<file path="config.mk">
export PLATFORM = sky130hd
export DESIGN_NAME = fdce_div
export DESIGN_NICKNAME = d
export VERILOG_FILES = /design/src/fdce_pkg.sv /design/src/fdce_div.sv
export SDC_FILE = /design/constraint.sdc
export NUM_CORES = 1
export LEC_CHECK = 0
export BUFFER_PORTS_ARGS = -buffer_cell sky130_fd_sc_hd__buf_2
export CAP_MARGIN = 15
export CORE_ASPECT_RATIO = 0.6
export CORE_MARGIN = 2
export CORE_UTILIZATION = 58
export CTS_CLUSTER_SIZE = 8
export DETAILED_ROUTE_END_ITERATION = 8
export GPL_TIMING_DRIVEN = 0
export PLACE_DENSITY = 0.85
export SYNTH_ARGS = -nofsm -noshare
export SYNTH_HDL_FRONTEND = slang
export SYNTH_SLANG_ARGS = --single-unit
</file>
<file path="constraint.sdc">
create_clock -name aclk -period 2.7 [get_ports aclk]
set_input_delay 0.54 -clock aclk [delete_from_list [all_inputs] [get_ports aclk]]
set_output_delay 0.54 -clock aclk [all_outputs]
set_load 0.03 [all_outputs]
</file>
<file path="src/fdce_pkg.sv">
// Shared types, constants and helpers of the frame delta change encoder.
// No dependencies; every other file of the block but fdce_ram imports this package.
package fdce_pkg;

    // Default frame store address width (store depth is 2**PIXEL_BITS)
    localparam int PIXEL_BITS_DEF = 19;

    // Field widths
    localparam int INDEX_W  = 19;
    localparam int CHAN_W   = 8;
    localparam int BYTES_W  = 21;
    localparam int THR_W    = 8;
    localparam int DIVR_W   = 8;
    localparam int FPIX_W   = 20;
    localparam int SAD_W    = 10;
    localparam int PIXEL_W  = 3 * CHAN_W;

    // Stream payload widths, padded to whole bytes
    localparam int S_DATA_RAW = INDEX_W + 3 * CHAN_W;
    localparam int S_DATA_W   = ((S_DATA_RAW + 7) / 8) * 8;
    localparam int M_DATA_RAW = INDEX_W + 3 * CHAN_W + BYTES_W + 1;
    localparam int M_DATA_W   = ((M_DATA_RAW + 7) / 8) * 8;

    // Configuration port
    localparam int CFG_IDX_W  = 2;
    localparam int CFG_DATA_W = FPIX_W;
    localparam logic [CFG_IDX_W-1:0] REG_THRESHOLD = 2'd0;
    localparam logic [CFG_IDX_W-1:0] REG_DIVIDER   = 2'd1;
    localparam logic [CFG_IDX_W-1:0] REG_FRAME_PIX = 2'd2;

    // Register reset values
    localparam logic [THR_W-1:0]   THRESHOLD_RST = 8'd3;
    localparam logic [DIVR_W-1:0]  DIVIDER_RST   = 8'd4;
    localparam logic [FPIX_W-1:0]  FRAME_PIX_RST = 20'd307200;
    localparam logic [BYTES_W-1:0] BUDGET_RST    = 21'd230400;

    // Byte accounting
    localparam logic [BYTES_W-1:0] HEADER_BYTES = 21'd12;
    localparam logic [BYTES_W-1:0] RECORD_BYTES = 21'd7;
    localparam logic [BYTES_W-1:0] COUNT_MAX    = 21'h1FFFFF;

    // Budget divider: dividend is 3 * frame_pixels
    localparam int DIVD_W    = FPIX_W + 2;
    localparam int DIV_STEPS = DIVD_W;
    localparam int DIV_CNT_W = $clog2(DIV_STEPS + 1);

    // Result kinds
    localparam logic KIND_RECORD  = 1'b0;
    localparam logic KIND_SUMMARY = 1'b1;

    typedef struct packed {
        logic               kind;
        logic [INDEX_W-1:0] index;
        logic [CHAN_W-1:0]  blue;
        logic [CHAN_W-1:0]  green;
        logic [CHAN_W-1:0]  red;
        logic [BYTES_W-1:0] bytes;
        logic               full;
        logic               last;
    } fdce_result_t;

    // Results handed together from the pixel stage to the output buffer
    typedef struct packed {
        logic         rec_valid;
        logic         sum_valid;
        fdce_result_t rec;
        fdce_result_t sum;
    } fdce_push_t;

    function automatic logic [CHAN_W-1:0] abs_diff8(input logic [CHAN_W-1:0] a,
                                                    input logic [CHAN_W-1:0] b);
        return (a > b) ? (a - b) : (b - a);
    endfunction

endpackage

</file>
<file path="src/fdce_div.sv">
// Byte budget unit: budget = 3 * frame_pixels / budget_divider, saturated.
// Restoring divider, one quotient bit per cycle. Depends on fdce_pkg.
module fdce_div (
    input  logic                        aclk,
    input  logic                        aresetn,
    input  logic                        start,
    input  logic [fdce_pkg::FPIX_W-1:0] frame_pixels,
    input  logic [fdce_pkg::DIVR_W-1:0] budget_divider,
    output logic                        busy,
    output logic [fdce_pkg::BYTES_W-1:0] budget
);
    import fdce_pkg::*;

    logic                 busy_reg;
    logic [DIV_CNT_W-1:0] cnt_reg;
    logic [DIVR_W-1:0]    dvs_reg;
    logic [DIVR_W-1:0]    rem_reg;
    logic [DIVD_W-1:0]    quo_reg;
    logic [BYTES_W-1:0]   budget_reg;

    logic [DIVD_W-1:0]    dividend;
    logic [DIVR_W:0]      trial;
    logic                 ge;
    logic [DIVR_W:0]      diff;
    logic [DIVR_W-1:0]    rem_next;
    logic [DIVD_W-1:0]    quo_next;

    // 3 * frame_pixels as shift and add
    assign dividend = DIVD_W'(frame_pixels) + {1'b0, frame_pixels, 1'b0};

    // One restoring step
    always_comb begin
        trial    = {rem_reg, quo_reg[DIVD_W-1]};
        ge       = trial >= {1'b0, dvs_reg};
        diff     = trial - {1'b0, dvs_reg};
        rem_next = ge ? diff[DIVR_W-1:0] : trial[DIVR_W-1:0];
        quo_next = {quo_reg[DIVD_W-2:0], ge};
    end

    always_ff @(posedge aclk) begin
        if (!aresetn) begin
            busy_reg   <= 1'b0;
            cnt_reg    <= '0;
            budget_reg <= BUDGET_RST;
        end else if (start) begin
            busy_reg <= 1'b1;
            cnt_reg  <= DIV_CNT_W'(DIV_STEPS);
            // a zero divider counts as one
            dvs_reg  <= (budget_divider == '0) ? DIVR_W'(1) : budget_divider;
            rem_reg  <= '0;
            quo_reg  <= dividend;
        end else if (busy_reg) begin
            rem_reg <= rem_next;
            quo_reg <= quo_next;
            cnt_reg <= cnt_reg - 1'b1;
            if (cnt_reg == DIV_CNT_W'(1)) begin
                busy_reg   <= 1'b0;
                budget_reg <= (quo_next > DIVD_W'(COUNT_MAX)) ? COUNT_MAX
                                                              : quo_next[BYTES_W-1:0];
            end
        end
    end

    assign busy   = busy_reg;
    assign budget = budget_reg;

endmodule

</file>
==> metrics <==
Synthesis Warnings 0; die area 7610 µm²; commonest cells in the synthesized netlist 39 x nor2_1, 38 x edfxtp_1, 31 x ha_1; number of global-route vias before repair about 3100; IO buf count between 50 and 60; Min-Delay Path Class primary input to flop; Routed wire per std cell 17.0 µm; CP peak stage delay about 0.4 ns; Flop pwr share between 30% and 40%; failing checks setup timing; WP data required 2.77 ns; status finished, violations left; row count 23; drt pass-1 iters 5; fin crit share 100%; number of synthesized register bits between 60 and 70; hold slack final between 0.4 and 0.5 ns; Synth top area share 28.5%; cells after synthesis 400; CTS tree done; clk_skew a little under 0.006 ns; Worst R2R Start dvs_reg[1]$_SDFFCE_PN0P_; # H-tree levels 3; RR Endpoint rem_reg[4]$_SDFFCE_PP0P_; initial antenna violation count 0; Clock power frac between 40% and 50%; Root Driver clkbuf_16; LEAKAGE ~2 nW; maximum clock path buffer count 2; Pwr per Cell Area between 600 and 700 nW/µm²; syn avg cell area 10.0 µm²; Num CTS Buffers 9; dominant cell type by area after synthesis edfxtp_1; kind of critical path flop to flop; vias per inst a little under 6; # nets final 535; top-count cell post-synth nor2_1; worst hold stages 2; post-layout min period between 2 and 3 ns; Switching Fraction 28.0%; Slowest-stage cell, CP edfxtp_1; count of cell types in the netlist 63; area delta synth->final 19.6%; WHS Endpoint dvs_reg[0]$_SDFFCE_PN1P_; Reg clk slew, reported paths 0.06 ns; post-route core utilization a little under three quarters; total net switching power about 0.87 mW; # setup viols final 2; # diodes 0; total track usage a little over a quarter; Worst setup EP type flop; Rel. slew slack roughly 52%; FF/Latch Area 1680 µm²; Max FO, Critical Path 5; first-pass GRT wire length roughly 15000 µm; fill count about 480; flop2flop setup slack -0.01 ns; ys async rst share 0%; max frequency between 0.3 and 0.4 GHz; fin. max-slew vios 0; Fin. Hold Viols 0; Slew @ Worst Pin around 0.73 ns; max_cap viols 0; residual DRC count 0; hold_sp budget_divider[0]; GPL Wtd Cong a little under 0.9; GRT overflow 0; die width between 100 and 150 µm; Synth area leaders edfxtp_1 28%, dfxtp_1 13%, ha_1 9.7%; Critical Path, Cell by Cell inv_2 -> ha_4 -> nor2b_4 -> o21ai_2 -> a21boi_2 -> o31a_1 -> o41ai_4 -> buf_4 -> buf_8 -> mux2i_1 -> nor2_1; CORE AREA around 6700 µm²; Reg2Reg Depth 11; Mapped Nets ~460; EDFF count, synth 38; synthesized area 4010 µm²; Detailed Route WL ~9600 µm; Seq/Total Area, Yosys between 40% and 50%; Most used DFF post-synth edfxtp_1; RSZ-0062 raised after global routing yes; Detail Placement HPWL around 7000 µm; 1st-iter DRT viols between 200 and 300; Logic pwr share a little over a fifth; layout cell share with drive strength beyond 1 22.9%; Total Power around 3 mW; Starting Density ~60%; hold_buf cts 0; startpoint types flop; Internal approximately 2.2 mW; max FFs per register 22; worst path arrival time around 2.8 ns; Vias between 3000 and 4000; Antenna Nets Post-Route 0; I/O pin count between 50 and 60; maximum vdd drop around 0.44 mV; area occupied by multi-input gates 2130 µm²; clock sinks 65; largest net degree at the start of global routing 17; fin worst setup slack -0.0102 ns; insertion delay to the later sink of the worst-skew pair around 0.33 ns; Die H between 60 and 70 µm
power groups by stage:
stage / clock (mW) / combinational [mW] / sequential [mW]
6_report: 1.24 / 0.664 / 1.18
5_1_grt: 1.28 / 0.724 / 1.18
4_1_cts: 1.24 / 0.610 / 1.18
3_5_place_dp: 0 / 0.597 / 1.20
3_3_place_gp: 0 / 0.570 / 1.19
2_1_floorplan: 0 / 0.454 / 1.18
cells in the final DEF (no fill, tap or decap), types with 7 or more instances in the layout:
cell	synthesis	final
a21oi_1	17	17
o21ai_0	18	18
a21o_1	7	7
clkbuf_16	0	10
buf_4	0	8
inv_1	23	22
edfxtp_1	38	38
nor2_1	39	39
dfxtp_1	27	27
buf_2	0	51
nor3b_1	16	16
ha_1	31	30
nand2_1	14	14
mux2_2	9	9
nor3_1	26	26
clkbuf_1	20	20
xnor2_1	15	15
logic make-up after synthesis:
kind of cell | count (synthesis) | synth area share, %
multiplexers | 12 | 3.40
adder cells (fa/ha/maj) | 33 | 10.7
XOR/XNOR | 21 | 4.59
buffers and inverters | 47 | 5.28
flip-flops | 65 | 42.0
AO/OA/AOI/OAI | 93 | 17.1
AND/OR/NAND/NOR | 129 | 16.9
cell type report:
class                           instances  area share (%)
Tap cell                               87            2.27
Clock inverter                          6            1.46
Buffer                                 24            2.69
Multi-Input combinational cell        288            44.5
Inverter                               23            1.80
Clock buffer                           10            5.22
Timing Repair Buffer                   60            6.90
Sequential cell                        65            35.1
layer usage:
layer  track usage (%)  up-vias  wire [µm]
met1              35.0     1526       4450
met3              8.33       17        911
li1                  -     1604          -
met4              9.10        0        146
met5                 0        -          0
met2              40.7      146       4070
worst max-delay path by stage:
stage,start,end,depth (start not counted)
6_report,dvs_reg[1]$_SDFFCE_PN0P_,rem_reg[4]$_SDFFCE_PP0P_,11
5_1_grt,dvs_reg[1]$_SDFFCE_PN0P_,rem_reg[4]$_SDFFCE_PP0P_,11
4_1_cts,dvs_reg[1]$_SDFFCE_PN0P_,rem_reg[4]$_SDFFCE_PP0P_,10
3_5_place_dp,frame_pixels[0],quo_reg[19]$_DFFE_PP_,11
3_3_place_gp,frame_pixels[0],quo_reg[19]$_DFFE_PP_,11
2_1_floorplan,frame_pixels[0],quo_reg[13]$_DFFE_PP_,10
worst max-delay path, delay by kind of cell (launching register included):
kind	cells	cell delay (ns)
buffers and inverters	3	0.43
adder cells (fa/ha/maj)	1	0.21
AO/OA/AOI/OAI	4	1.03
flip-flops	1	0.41
AND/OR/NAND/NOR	2	0.18
multiplexers	1	0.18
stage by stage:
stage	std cells	setup TNS [ns]	instance area (µm²)	setup WS [ns]
3_5_place_dp	539	-0.504	4390	-0.131
2_1_floorplan	400	0	4010	0.228
4_1_cts	555	0	4710	0.0784
5_1_grt	563	-0.446	4790	-0.142
6_report	563	-0.0168	4790	-0.0102
3_3_place_gp	538	-0.279	4370	-0.0988
repair_timing:
item	4_1_cts	5_1_grt
setup endpoints to repair	0	2
buffers inserted	0	8
gates resized for setup	0	5
Power figures use the tool's default switching activity.
