File: src/fdce_pkg.sv
// Shared types, constants and helpers of the frame delta change encoder.
// No dependencies; every other file of the block but fdce_ram imports this package.
package fdce_pkg;

    // Default frame store address width (store depth is 2**PIXEL_BITS)
    localparam int PIXEL_BITS_DEF = 19;

    // Field widths
    localparam int INDEX_W  = 19;
    localparam int CHAN_W   = 8;
    localparam int BYTES_W  = 21;
    localparam int THR_W    = 8;
    localparam int DIVR_W   = 8;
    localparam int FPIX_W   = 20;
    localparam int SAD_W    = 10;
    localparam int PIXEL_W  = 3 * CHAN_W;

    // Stream payload widths, padded to whole bytes
    localparam int S_DATA_RAW = INDEX_W + 3 * CHAN_W;
    localparam int S_DATA_W   = ((S_DATA_RAW + 7) / 8) * 8;
    localparam int M_DATA_RAW = INDEX_W + 3 * CHAN_W + BYTES_W + 1;
    localparam int M_DATA_W   = ((M_DATA_RAW + 7) / 8) * 8;

    // Configuration port
    localparam int CFG_IDX_W  = 2;
    localparam int CFG_DATA_W = FPIX_W;
    localparam logic [CFG_IDX_W-1:0] REG_THRESHOLD = 2'd0;
    localparam logic [CFG_IDX_W-1:0] REG_DIVIDER   = 2'd1;
    localparam logic [CFG_IDX_W-1:0] REG_FRAME_PIX = 2'd2;

    // Register reset values
    localparam logic [THR_W-1:0]   THRESHOLD_RST = 8'd3;
    localparam logic [DIVR_W-1:0]  DIVIDER_RST   = 8'd4;
    localparam logic [FPIX_W-1:0]  FRAME_PIX_RST = 20'd307200;
    localparam logic [BYTES_W-1:0] BUDGET_RST    = 21'd230400;

    // Byte accounting
    localparam logic [BYTES_W-1:0] HEADER_BYTES = 21'd12;
    localparam logic [BYTES_W-1:0] RECORD_BYTES = 21'd7;
    localparam logic [BYTES_W-1:0] COUNT_MAX    = 21'h1FFFFF;

    // Budget divider: dividend is 3 * frame_pixels
    localparam int DIVD_W    = FPIX_W + 2;
    localparam int DIV_STEPS = DIVD_W;
    localparam int DIV_CNT_W = $clog2(DIV_STEPS + 1);

    // Result kinds
    localparam logic KIND_RECORD  = 1'b0;
    localparam logic KIND_SUMMARY = 1'b1;

    typedef struct packed {
        logic               kind;
        logic [INDEX_W-1:0] index;
        logic [CHAN_W-1:0]  blue;
        logic [CHAN_W-1:0]  green;
        logic [CHAN_W-1:0]  red;
        logic [BYTES_W-1:0] bytes;
        logic               full;
        logic               last;
    } fdce_result_t;

    // Results handed together from the pixel stage to the output buffer
    typedef struct packed {
        logic         rec_valid;
        logic         sum_valid;
        fdce_result_t rec;
        fdce_result_t sum;
    } fdce_push_t;

    function automatic logic [CHAN_W-1:0] abs_diff8(input logic [CHAN_W-1:0] a,
                                                    input logic [CHAN_W-1:0] b);
        return (a > b) ? (a - b) : (b - a);
    endfunction

endpackage

File: src/fdce_out.sv
// Two-slot output buffer: holds a change record and a following summary.
// Depends on fdce_pkg.
module fdce_out (
    input  logic                          aclk,
    input  logic                          aresetn,
    input  fdce_pkg::fdce_push_t          push,
    output logic                          empty_next,
    output logic                          m_tvalid,
    input  logic                          m_tready,
    output logic [fdce_pkg::M_DATA_W-1:0] m_tdata,  // index, blue, green, red, bytes, full
    output logic                          m_tuser,  // kind
    output logic                          m_tlast
);
    import fdce_pkg::*;

    logic         out_valid_reg;
    fdce_result_t out_reg;
    logic         pend_valid_reg;
    fdce_result_t pend_reg;

    // Both slots are free after this edge
    assign empty_next = !pend_valid_reg && (!out_valid_reg || m_tready);

    always_ff @(posedge aclk) begin
        if (!aresetn) begin
            out_valid_reg  <= 1'b0;
            pend_valid_reg <= 1'b0;
        end else if (push.rec_valid || push.sum_valid) begin
            // Only pushed when empty_next holds
            out_valid_reg  <= 1'b1;
            out_reg        <= push.rec_valid ? push.rec : push.sum;
            pend_valid_reg <= push.rec_valid && push.sum_valid;
            pend_reg       <= push.sum;
        end else if (pend_valid_reg && (!out_valid_reg || m_tready)) begin
            out_valid_reg  <= 1'b1;
            out_reg        <= pend_reg;
            pend_valid_reg <= 1'b0;
        end else if (out_valid_reg && m_tready) begin
            out_valid_reg <= 1'b0;
        end
    end

    assign m_tvalid = out_valid_reg;
    assign m_tuser  = out_reg.kind;
    assign m_tlast  = out_reg.last;
    assign m_tdata  = M_DATA_W'({out_reg.full, out_reg.bytes, out_reg.red,
                                 out_reg.green, out_reg.blue, out_reg.index});

endmodule

File: config.mk
export PLATFORM = sky130hd
export DESIGN_NAME = fdce_out
export DESIGN_NICKNAME = d
export VERILOG_FILES = /design/src/fdce_pkg.sv /design/src/fdce_out.sv
export SDC_FILE = /design/constraint.sdc
export NUM_CORES = 1
export LEC_CHECK = 0
export ABC_AREA = 1
export BUFFER_PORTS_ARGS = -buffer_cell sky130_fd_sc_hd__buf_2
export CAP_MARGIN = 10
export CELL_PAD_IN_SITES_DETAIL_PLACEMENT = 1
export CELL_PAD_IN_SITES_GLOBAL_PLACEMENT = 1
export CORE_ASPECT_RATIO = 1.2
export CORE_MARGIN = 2
export CORE_UTILIZATION = 37
export DETAILED_ROUTE_END_ITERATION = 16
export PLACE_DENSITY = 0.85
export SLEW_MARGIN = 0
export SYNTH_ARGS = -nofsm -noshare
export SYNTH_HDL_FRONTEND = slang
export SYNTH_SLANG_ARGS = --single-unit
File: constraint.sdc
create_clock -name aclk -period 5.7 [get_ports aclk]
set_clock_uncertainty 0.05 [all_clocks]
set_input_delay 0.855 -clock aclk [delete_from_list [all_inputs] [get_ports aclk]]
set_output_delay 0.855 -clock aclk [all_outputs]
set_load 0.02 [all_outputs]
==> summary.md, run 1 <==
| Metric | Value |
|---|---|
| Clock Sinks | `~140` |
| CTS Buf Count | `17` |
| TritonCTS clock tree | `yes` |
| Antenna violation net count after detailed routing | `0` |
| Outcome | `finished clean` |
| Mean cell area of the mapped netlist | `12.0 um^2` |
| Number of max-cap violations | `0` |
| GRT Resource Usage Total | `19.0%` |
| Initial antenna violation count | `1` |
| Compound-Gate Fraction of Synth Area | `0.372%` |
| GPL Wtd Cong | `0.762` |
| Post-CTS Hold Buffers | `0` |
| # IOs | `215` |
| H-tree levels | `4` |
| CTS Buffer Depth | `2` |
| Max reg flops | `67` |
| Largest net degree at the start of global routing | `71` |
| Clock power share | `39.7%` |
| CP max stage delay | `approximately 700 ps` |
| CP max stage cell | `buf_4` |
| XOR/XNOR Fraction of Synth Area | `0%` |
| Minimum clock period | `around 3200 ps` |
| Max Freq | `315 MHz` |
| Final period util | `between 50% and 60%` |
| DIE AREA | `about 16,000 um^2` |
| WP buf/inv | `3` |
| Port bufs | `around 210` |
| Total core area | `roughly 14,000 um^2` |
| Switch Pwr | `0.000570 W` |
| WL/cell | `17.2 um` |
| Commonest non-fill, non-tap cell in the layout | `buf_2` |
| Register clock-pin slew on the reported worst setup and hold paths | `50 ps` |
| CP Capture Type | `register` |
| Synth cell types | `14` |
| Vias in the first global route | `4,436` |
| First-pass GRT wire length | `22,300 um` |
| Slew HR | `between 30% and 40%` |
| Design Area, Final | `~7100 um^2` |
| Post CTS Setup Buffer Count | `0` |
| Seq/Total Area, Yosys | `between 70% and 80%` |
| GRT overflow | `0` |
| Simple-Gate Fraction of Synth Area | `about a fifth` |
| Final hold vios | `0` |
| DR iter-0 viols | `between 200 and 250` |
| CP top delay family | `buffers and inverters` |
| Area grow syn2layout | `31.4%` |
| CP Launch Type | `input port` |
| Logic pwr share | `about a tenth` |
| Cell chosen for the clock root | `clkbuf_16` |
| Final #Nets | `795` |
| RSZ-0062 raised after global routing | `false` |
| Std-Cell Rows | `48` |
| Most frequent cells in the layout | `buf_2, nand2_1, edfxtp_1, nand3_1, clkbuf_16` |
| Final WL | `14,500 um` |
| Initial Util | `roughly 38%` |
| Die H | `about 140 um` |
| Setup TNS | `0 ps` |
| Yosys warnings | `0` |
| Worst VDD drop | `roughly 0.17 mV` |
| Detailed-placement wirelength estimate | `a little over 10,000 um` |
| Post-Synthesis Cells | `448` |
| Crit-path cells | `buf_2 -> buf_4 -> nor2_4 -> a21oi_4 -> buf_4` |
| Fillcell total | `1,632` |
| Flop pwr share | `49.8%` |
| Post-CTS sizing | `0` |
| Post-synthesis adder-cell area fraction | `0%` |
| Placement Cell Area | `6570 um^2` |
| Die Wd | `114 um` |
| TritonRoute pass-1 iters | `4` |
| Largest family of logic cells by synthesized area | `simple AND/OR/NAND/NOR gates` |
| CP required | `5680 ps` |
| Worst min path class | `register to register` |
| Layout cells sized above 1 | `35.6%` |
| Final cell utilization of the core | `49.5%` |
| Seq cells post-synth | `136` |
| CP arrival | `3160 ps` |
| Total number of vias | `4,136` |
| Cell mode on critical path | `buf_4` |
| Max FO, Critical Path | `70` |
| Worst-margin pin slew | `915 ps` |
| WS Path Type | `input port to register` |
| Leak | `roughly 3.0 nW` |
| # DRC | `0` |
| Clock insertion delay at the later pin of the skew report | `410 ps` |
| Vias per cell | `4.90` |
| Pwr Total | `0.00245 W` |
| Mux cell area share after synthesis | `0%` |
| Cell Pwr Density | `roughly 350 nW/um^2` |
| Power Internal | `0.00188 W` |
| Final Setup Violations | `0` |
| Post-Syn Area | `5390 um^2` |
| Sw Ratio | `between 20% and 30%` |
| Final Max Slew Viols | `0` |
## final cells by class
class,instances,area (um^2),area share [%]
sequential,136,4060,57.4
multi-input combinational,286,1200,16.9
timing repair buffer,212,1070,15.2
clock buffer,26,459,6.49
tap,175,219,3.09
clock inverter,5,48.8,0.690
inverter,3,11.3,0.159
antenna,1,2.50,0.0354
## per-stage QoR
step	hold WS [ps]	setup WS, ps	std cells
final	484	2520	844
after global routing	501	2360	844
after CTS	486	2470	843
after detailed placement	473	2050	812
after global placement	429	2210	812
after floorplan	416	606	454
## cells in the mapped netlist (all sizes together)
cell	n	area [um^2]
dfxtp	2	40.0
nand3	68	340
conb	1	3.75
a21oi	3	15.0
edfxtp	134	4020
nor2	5	23.8
nand2	202	758
inv	3	11.3
o21ai	1	5.00
clkbuf	7	26.3
buf	22	138
## cell families (layout without fill, tap and decap cells)
group / count (synthesis) / count (layout)
AND/OR/NAND/NOR: 275 / 275
other: 1 / 8
buffers and inverters: 32 / 246
AO/OA/AOI/OAI: 4 / 4
flip-flops: 136 / 136
## path summary, 6_finish.rpt
| kind | cells past startpoint | slack [ps] | endpoint | startpoint |
|---|---|---|---|---|
| max | 5 | 2520 | m_tdata[34]$_DFFE_PP_ | push[135] |
| min | 2 | 480 | m_tdata[8]$_DFFE_PP_ | pend_reg[55]$_DFFE_PP_ |
| max reg2reg | 4 | 3510 | m_tdata[34]$_DFFE_PP_ | m_tvalid$_SDFFE_PN0P_ |
| min reg2reg | 2 | 480 | m_tdata[8]$_DFFE_PP_ | pend_reg[55]$_DFFE_PP_ |
## worst reg2reg max path: cells and delay by family (launching register included)
kind	cells	cell delay, ps
AOI/OAI and AO/OA	2	640
buffers and inverters	2	790
DFF	1	320
## metal layers
layer	track usage, %	vias to the layer above	routed length, um
met4	7.05	0	223
li1	-	1946	-
met3	4.81	17	947
met2	33.9	182	7750
met1	22.0	1991	5600
met5	0	-	0
## power groups by stage
| stage | clock network [W] | registers, W | logic, W |
|---|---|---|---|
| 2_1_floorplan | 0 | 0.00128 | 0.0000940 |
| 3_3_place_gp | 0 | 0.00124 | 0.000247 |
| 3_5_place_dp | 0 | 0.00124 | 0.000260 |
| 4_1_cts | 0.000992 | 0.00122 | 0.000261 |
| 5_1_grt | 0.00104 | 0.00123 | 0.000281 |
| 6_report | 0.000973 | 0.00122 | 0.000256 |
No activity file was read; power rests on OpenSTA's default activity.
==> run 2: changes to the inputs <==
--- a/config.mk
+++ b/config.mk
@@ -5,14 +5,14 @@
 export SDC_FILE = /design/constraint.sdc
 export NUM_CORES = 1
 export LEC_CHECK = 0
-export ABC_AREA = 1
+export ABC_AREA = 0
 export BUFFER_PORTS_ARGS = -buffer_cell sky130_fd_sc_hd__buf_2
 export CAP_MARGIN = 10
 export CELL_PAD_IN_SITES_DETAIL_PLACEMENT = 1
 export CELL_PAD_IN_SITES_GLOBAL_PLACEMENT = 1
 export CORE_ASPECT_RATIO = 1.2
 export CORE_MARGIN = 2
-export CORE_UTILIZATION = 37
+export CORE_UTILIZATION = 39
 export DETAILED_ROUTE_END_ITERATION = 16
 export PLACE_DENSITY = 0.85
 export SLEW_MARGIN = 0
==> constraint.sdc (replaced) <==
create_clock -name aclk -period 3 [get_ports aclk]
set_clock_uncertainty 0.05 [all_clocks]
set_input_delay 0.45 -clock aclk [delete_from_list [all_inputs] [get_ports aclk]]
set_output_delay 0.45 -clock aclk [all_outputs]
set_load 0.02 [all_outputs]
==> summary.md, run 2 <==
| Metric | Value |
|---|---|
| Outcome | `finished clean` |
| Top cells by area, synth | `edfxtp_1, mux2i_1, o21ai_0` |
| GPL Wtd Cong | `0.746 (-2.2%)` |
| Top cells by count, synth | `edfxtp_1, nand2_1, mux2i_1` |
| Reg-to-reg endpoint | `m_tdata[2]$_DFFE_PP_` |
| Placement Cell Area | `6740 um^2 (+2.6%)` |
| Post-synth ARST share | `0% (unchanged)` |
| Std-Cell Rows | `48 (unchanged)` |
| Worst min path class | `input port to register` |
| Area leader, netlist | `edfxtp_1` |
| TritonRoute pass-1 iters | `4 (unchanged)` |
| CTS Buf Count | `17 (unchanged)` |
| Final Setup Violations | `0 (unchanged)` |
| First-pass GRT wire length | `20,900 um (-6.3%)` |
| M1 wire length | `5370 um (-4.0%)` |
| Final Max Slew Viols | `0 (unchanged)` |
| Total core area | `14,200 um^2 (-0.42%)` |
| Seq/Total Area, Yosys | `72.5% (-3.0 points)` |
| R2R cell count | `4 (unchanged)` |
| Initial antenna violation count | `0 (-1)` |
| RSZ-0062 raised after global routing | `false` |
| Die Wd | `113 um (-0.57%)` |
| Synth cell types | `20 (+6)` |
| Top FF cell, synth | `edfxtp_1` |
| Final #Nets | `726 (-8.7%)` |
| Slew HR | `50.7% (+12 points)` |
| Cell Pwr Density | `648 nW/um^2 (+87%)` |
| # DRC | `0 (unchanged)` |
| DR iter-0 viols | `209 (-11%)` |
| Final period util | `approximately three fifths` |
| WL/cell | `17.7 um (+3.0%)` |
| Max Freq | `544 MHz` |
| Cell chosen for the clock root | `clkbuf_16` |
| TritonCTS clock tree | `yes` |
| CP arrival | `1880 ps (-1280 ps)` |
| Hold Path Sink | `pend_reg[23]$_DFFE_PP_` |
| Minimum clock period | `1840 ps` |
| Number of synthesized flops with an enable pin | `134 (unchanged)` |
| Yosys warnings | `0 (unchanged)` |
| Final hold vios | `0 (unchanged)` |
| Leak | `3.10 nW (+2.0%)` |
| Largest net degree at the start of global routing | `84 (+18%)` |
| Post CTS Setup Buffer Count | `0 (unchanged)` |
| FF-to-FF Start | `m_tvalid$_SDFFE_PN0P_` |
| GRT Resource Usage Total | `17.9% (-1.1 points)` |
| Worst-margin pin slew | `739 ps (-176 ps)` |
| Register clock-pin slew on the reported worst setup and hold paths | `60 ps (about the same)` |
| Detailed-placement wirelength estimate | `9880 um (-1.9%)` |
| Yosys top cell area share | `71.7% (-3.0 points)` |
| CTS Buffer Depth | `2 (unchanged)` |
| H-tree levels | `4 (unchanged)` |
| Clock Sinks | `136 (unchanged)` |
| Clock insertion delay at the later pin of the skew report | `410 ps (about the same)` |
| Number of max-cap violations | `0 (unchanged)` |
| Hold Path Cell Cnt | `1 (-1)` |
| Worst VDD drop | `0.332 mV (+99%)` |
| Fillcell total | `1,512 (-7.4%)` |
| Initial Util | `39.4% (+1.7 points)` |
| Commonest non-fill, non-tap cell in the layout | `buf_2` |
| Most frequent cells in the layout | `buf_2, edfxtp_1, nand2_1, mux2i_1, o21ai_0` |
| Total number of vias | `3,860 (-6.7%)` |
| Setup TNS | `0 ps (unchanged)` |
| Post-Synthesis Cells | `379 (-15%)` |
| Antenna cell count | `0 (-1)` |
| DIE AREA | `15,400 um^2 (-1.1%)` |
| Post-CTS sizing | `0 (unchanged)` |
| R2r setup slk | `1260 ps (-2250 ps)` |
| CP Capture Type | `register` |
| Port bufs | `207 (unchanged)` |
| CP required | `3050 ps (-2630 ps)` |
| Routed length on met2 | `7180 um (-7.3%)` |
| Area grow syn2layout | `29.3%` |
| Max reg flops | `67 (unchanged)` |
| Post-Syn Area | `5610 um^2 (+4.2%)` |
| Final WL | `13,700 um (-5.5%)` |
| Vias per cell | `4.99 (+1.8%)` |
| Die H | `135 um (-0.58%)` |
| Min-delay src | `push[23]` |
| Seq cells post-synth | `136 (unchanged)` |
| Met3 WL | `793 um (-16%)` |
| Post-CTS Hold Buffers | `0 (unchanged)` |
| Mean cell area of the mapped netlist | `14.8 um^2 (+23%)` |
| Max FO, Critical Path | `54 (-23%)` |
| Antenna violation net count after detailed routing | `0 (unchanged)` |
| # IOs | `215 (unchanged)` |
| Design Area, Final | `7250 um^2 (+2.5%)` |
| WS Path Type | `input port to register` |
| Most frequent cell after synthesis | `edfxtp_1` |
| Layout cells sized above 1 | `40.4% (+4.8 points)` |
| GRT overflow | `0 (unchanged)` |
| Vias in the first global route | `4,142 (-6.6%)` |
| CP Launch Type | `input port` |
| DR top layer | `met4` |
[run 2: how the worst max path moves through the flow]
stage                         start                     to  slack, ps  cells after the start
after floorplan           push[134]   m_tdata[0]$_DFFE_PP_         50                      5
after global placement    push[135]  m_tdata[26]$_DFFE_PP_        740                      5
after detailed placement  push[135]   m_tdata[0]$_DFFE_PP_        690                      5
after CTS                 push[135]  m_tdata[24]$_DFFE_PP_       1110                      5
after global routing      push[135]  m_tdata[24]$_DFFE_PP_       1010                      5
final                     push[135]   m_tdata[2]$_DFFE_PP_       1160                      5
[run 2: final cells by class]
| cell class | instances | area [um^2] | area share [%] |
|---|---|---|---|
| Clock buffer | 19 | 433 | 5.97 |
| Clock inverter | 12 | 86.3 | 1.19 |
| Inverter | 1 | 3.75 | 0.0517 |
| Multi-Input combinational cell | 218 | 1350 | 18.6 |
| Sequential cell | 136 | 4060 | 56.0 |
| Tap cell | 175 | 219 | 3.02 |
| Timing Repair Buffer | 213 | 1100 | 15.1 |
[run 2: kinds of logic after synthesis]
logic type | count (synthesis) | synth area share [%]
mux | 67 | 12.0
flops | 136 | 72.5
other cells | 1 | 0.0669
compound gates | 69 | 6.20
buf+inv | 31 | 4.06
simple gates | 75 | 5.26
[run 2: report_power, final]
group,internal [W],switching [W]
Clock,0.00111,0.000757
Combinational,0.000193,0.000321
Sequential,0.00227,0.0000424
[run 2: per-stage QoR]
step	setup WS [ps]	total power, W	std cells	utilization [%]	hold slack (ps)
after global placement	743	0.00284	743	47.3	410
after detailed placement	686	0.00288	743	47.3	461
final	1160	0.00470	774	51.0	181
after floorplan	48.7	0.00265	385	-	400
after global routing	1010	0.00487	774	51.0	165
after CTS	1110	0.00475	774	51.0	162
[run 2: worst max-delay path: stages]
cell	delay (ps)
buf_4	380
nor2_2	150
o21ai_0	110
and2_4	480
buf_12	300
[run 2: layer usage]
metal	track usage [%]	vias up
met5	0	-
li1	-	1806
met4	8.74	0
met1	20.3	1884
met3	4.34	26
met2	31.6	144
==> run 3: changes to the inputs <==
--- a/config.mk
+++ b/config.mk
@@ -5,14 +5,14 @@
 export SDC_FILE = /design/constraint.sdc
 export NUM_CORES = 1
 export LEC_CHECK = 0
-export ABC_AREA = 0
+export ABC_AREA = 1
 export BUFFER_PORTS_ARGS = -buffer_cell sky130_fd_sc_hd__buf_2
 export CAP_MARGIN = 10
 export CELL_PAD_IN_SITES_DETAIL_PLACEMENT = 1
 export CELL_PAD_IN_SITES_GLOBAL_PLACEMENT = 1
 export CORE_ASPECT_RATIO = 1.2
 export CORE_MARGIN = 2
-export CORE_UTILIZATION = 39
+export CORE_UTILIZATION = 37
 export DETAILED_ROUTE_END_ITERATION = 16
 export PLACE_DENSITY = 0.85
 export SLEW_MARGIN = 0
==> constraint.sdc (replaced) <==
create_clock -name aclk -period 1.78 [get_ports aclk]
set_clock_uncertainty 0.05 [all_clocks]
set_input_delay 0.267 -clock aclk [delete_from_list [all_inputs] [get_ports aclk]]
set_output_delay 0.267 -clock aclk [all_outputs]
set_load 0.02 [all_outputs]
==> summary.md, run 3 (synthesized netlist as in run 1, its figures left out) <==
| Metric | Value |
|---|---|
| Max Freq | `651 MHz` |
| Port bufs | `207 (unchanged)` |
| First-pass GRT wire length | `24,500 um (+17%)` |
| WS Path Type | `register to output pin` |
| Final hold vios | `0 (unchanged)` |
| Final Max Slew Viols | `0 (unchanged)` |
| CP arrival | `1220 ps (-660 ps)` |
| Total core area | `14,300 um^2 (+0.42%)` |
| Area taken by multi-input logic gates | `1200 um^2 (-11%)` |
| Cell mode on critical path | `nor2_1` |
| Initial Util | `37.7% (-1.7 points)` |
| Cell Pwr Density | `1060 nW/um^2 (+64%)` |
| Fillcell total | `1,585 (+4.8%)` |
| DIE AREA | `15,500 um^2 (+1.2%)` |
| Clock Sinks | `136 (unchanged)` |
| # IOs | `215 (unchanged)` |
| Commonest non-fill, non-tap cell in the layout | `buf_2` |
| GRT overflow | `0 (unchanged)` |
| GPL Wtd Cong | `0.772 (+3.5%)` |
| Hold Path Cell Cnt | `1 (unchanged)` |
| TritonCTS clock tree | `yes` |
| R2R cell count | `3 (-1)` |
| Area grow syn2layout | `42.1%` |
| CTS Buf Count | `17 (unchanged)` |
| Most frequent cells in the layout | `buf_2, nand2_1, edfxtp_1, nand3_1, dlygate4sd3_1` |
| Final period util | `between 80% and 90%` |
| Crit-path cells | `inv_1 -> nor2_1 -> nor2_1 -> buf_2` |
| Number of max-cap violations | `0 (unchanged)` |
| Minimum clock period | `1540 ps` |
| CTS Buffer Depth | `2 (unchanged)` |
| CP required | `1460 ps (-1590 ps)` |
| Cell chosen for the clock root | `clkbuf_16` |
| Pwr Total | `0.00813 W (+73%)` |
| Worst VDD drop | `0.623 mV (+88%)` |
| Layout cells sized above 1 | `34.6% (-5.8 points)` |
| Max FO, Critical Path | `2 (-96%)` |
| Initial antenna violation count | `0 (unchanged)` |
| Register clock-pin slew on the reported worst setup and hold paths | `60 ps (about the same)` |
| TritonRoute pass-1 iters | `4 (unchanged)` |
| Vias in the first global route | `4,833 (+17%)` |
| Detailed-placement wirelength estimate | `10,600 um (+7.2%)` |
| Largest net degree at the start of global routing | `52 (-38%)` |
| Final Setup Violations | `0 (unchanged)` |
| # DRC | `0 (unchanged)` |
| Worst min path class | `input port to register` |
| Sequential Area | `4060 um^2 (unchanged)` |
| Die Wd | `114 um (+0.58%)` |
| Vias per cell | `4.91 (-1.5%)` |
| Final cell utilization of the core | `53.6% (+2.6 points)` |
| DR iter-0 viols | `268 (+28%)` |
| CP max stage delay | `310 ps (-170 ps)` |
| Max reg flops | `67 (unchanged)` |
| RSZ-0062 raised after global routing | `false` |
| Std-Cell Rows | `48 (unchanged)` |
| CP Launch Type | `register` |
| WL/cell | `17.8 um (+0.29%)` |
| Antenna cell count | `0 (unchanged)` |
| Leak | `3.29 nW (+5.9%)` |
| H-tree levels | `4 (unchanged)` |
| Die H | `136 um (+0.58%)` |
| Outcome | `finished clean` |
| CP max stage cell | `dfxtp_1` |
| Antenna violation net count after detailed routing | `0 (unchanged)` |
| GRT Resource Usage Total | `20.7% (+2.8 points)` |
| Post-CTS sizing | `0 (unchanged)` |
| Final WL | `15,800 um (+15%)` |
| CP Capture Type | `output pin` |
| Final #Nets | `842 (+16%)` |
| Clock insertion delay at the later pin of the skew report | `410 ps (about the same)` |
| Total number of vias | `4,378 (+13%)` |
run 3: worst max-delay path, delay by kind of cell, from the launching register on:
family / cells / cell delay, ps
and+or+nand+nor: 2 / 220
DFF: 1 / 310
buffers and inverters: 2 / 290
run 3: cell type report:
type	count	share of cell area (%)
tap	175	2.86
clock buffer	21	5.75
multi-input combinational	286	15.6
clock inverter	11	1.39
timing repair buffer	259	21.1
inverter	3	0.147
sequential	136	53.1
run 3: final timing paths:
check,from,slack (ps),end
hold reg to reg,pend_valid_reg$_SDFFE_PN0P_,460,pend_valid_reg$_SDFFE_PN0P_
setup / recovery,m_tvalid$_SDFFE_PN0P_,240,empty_next
hold / removal,push[38],10,pend_reg[38]$_DFFE_PP_
setup reg to reg,pend_valid_reg$_SDFFE_PN0P_,350,m_tdata[31]$_DFFE_PP_
run 3: per-stage QoR:
step / instance area [um^2] / hold WS (ps) / std cells / worst slack [ps] / TNS, ps
2_1_floorplan: 5450 / 316 / 454 / -379 / -39300
3_3_place_gp: 6700 / 409 / 818 / 362 / 0
3_5_place_dp: 6700 / 412 / 818 / 307 / 0
4_1_cts: 7650 / 0.0404 / 891 / 236 / 0
5_1_grt: 7650 / 1.12 / 891 / 160 / 0
6_report: 7650 / 14.1 / 891 / 244 / 0
run 3: layer usage:
metal | track usage, % | vias up | share of wire [%]
li1 | - | 2041 | -
met1 | 23.8 | 2126 | 37
met2 | 36.9 | 176 | 54
met3 | 4.41 | 35 | 5.9
met4 | 9.42 | 0 | 2.7
met5 | 0 | - | 0
run 3: timing repair:
item,in CTS,in global routing
hold buffers,41,0
endpoints found under the hold margin,41,0
setup buffers,0,0
run 3: power by group:
| part | total (W) | switching, W | internal [W] |
|---|---|---|---|
| Combinational | 0.000940 | 0.000570 | 0.000370 |
| Clock | 0.00329 | 0.00126 | 0.00204 |
| Sequential | 0.00390 | 0.0000740 | 0.00383 |
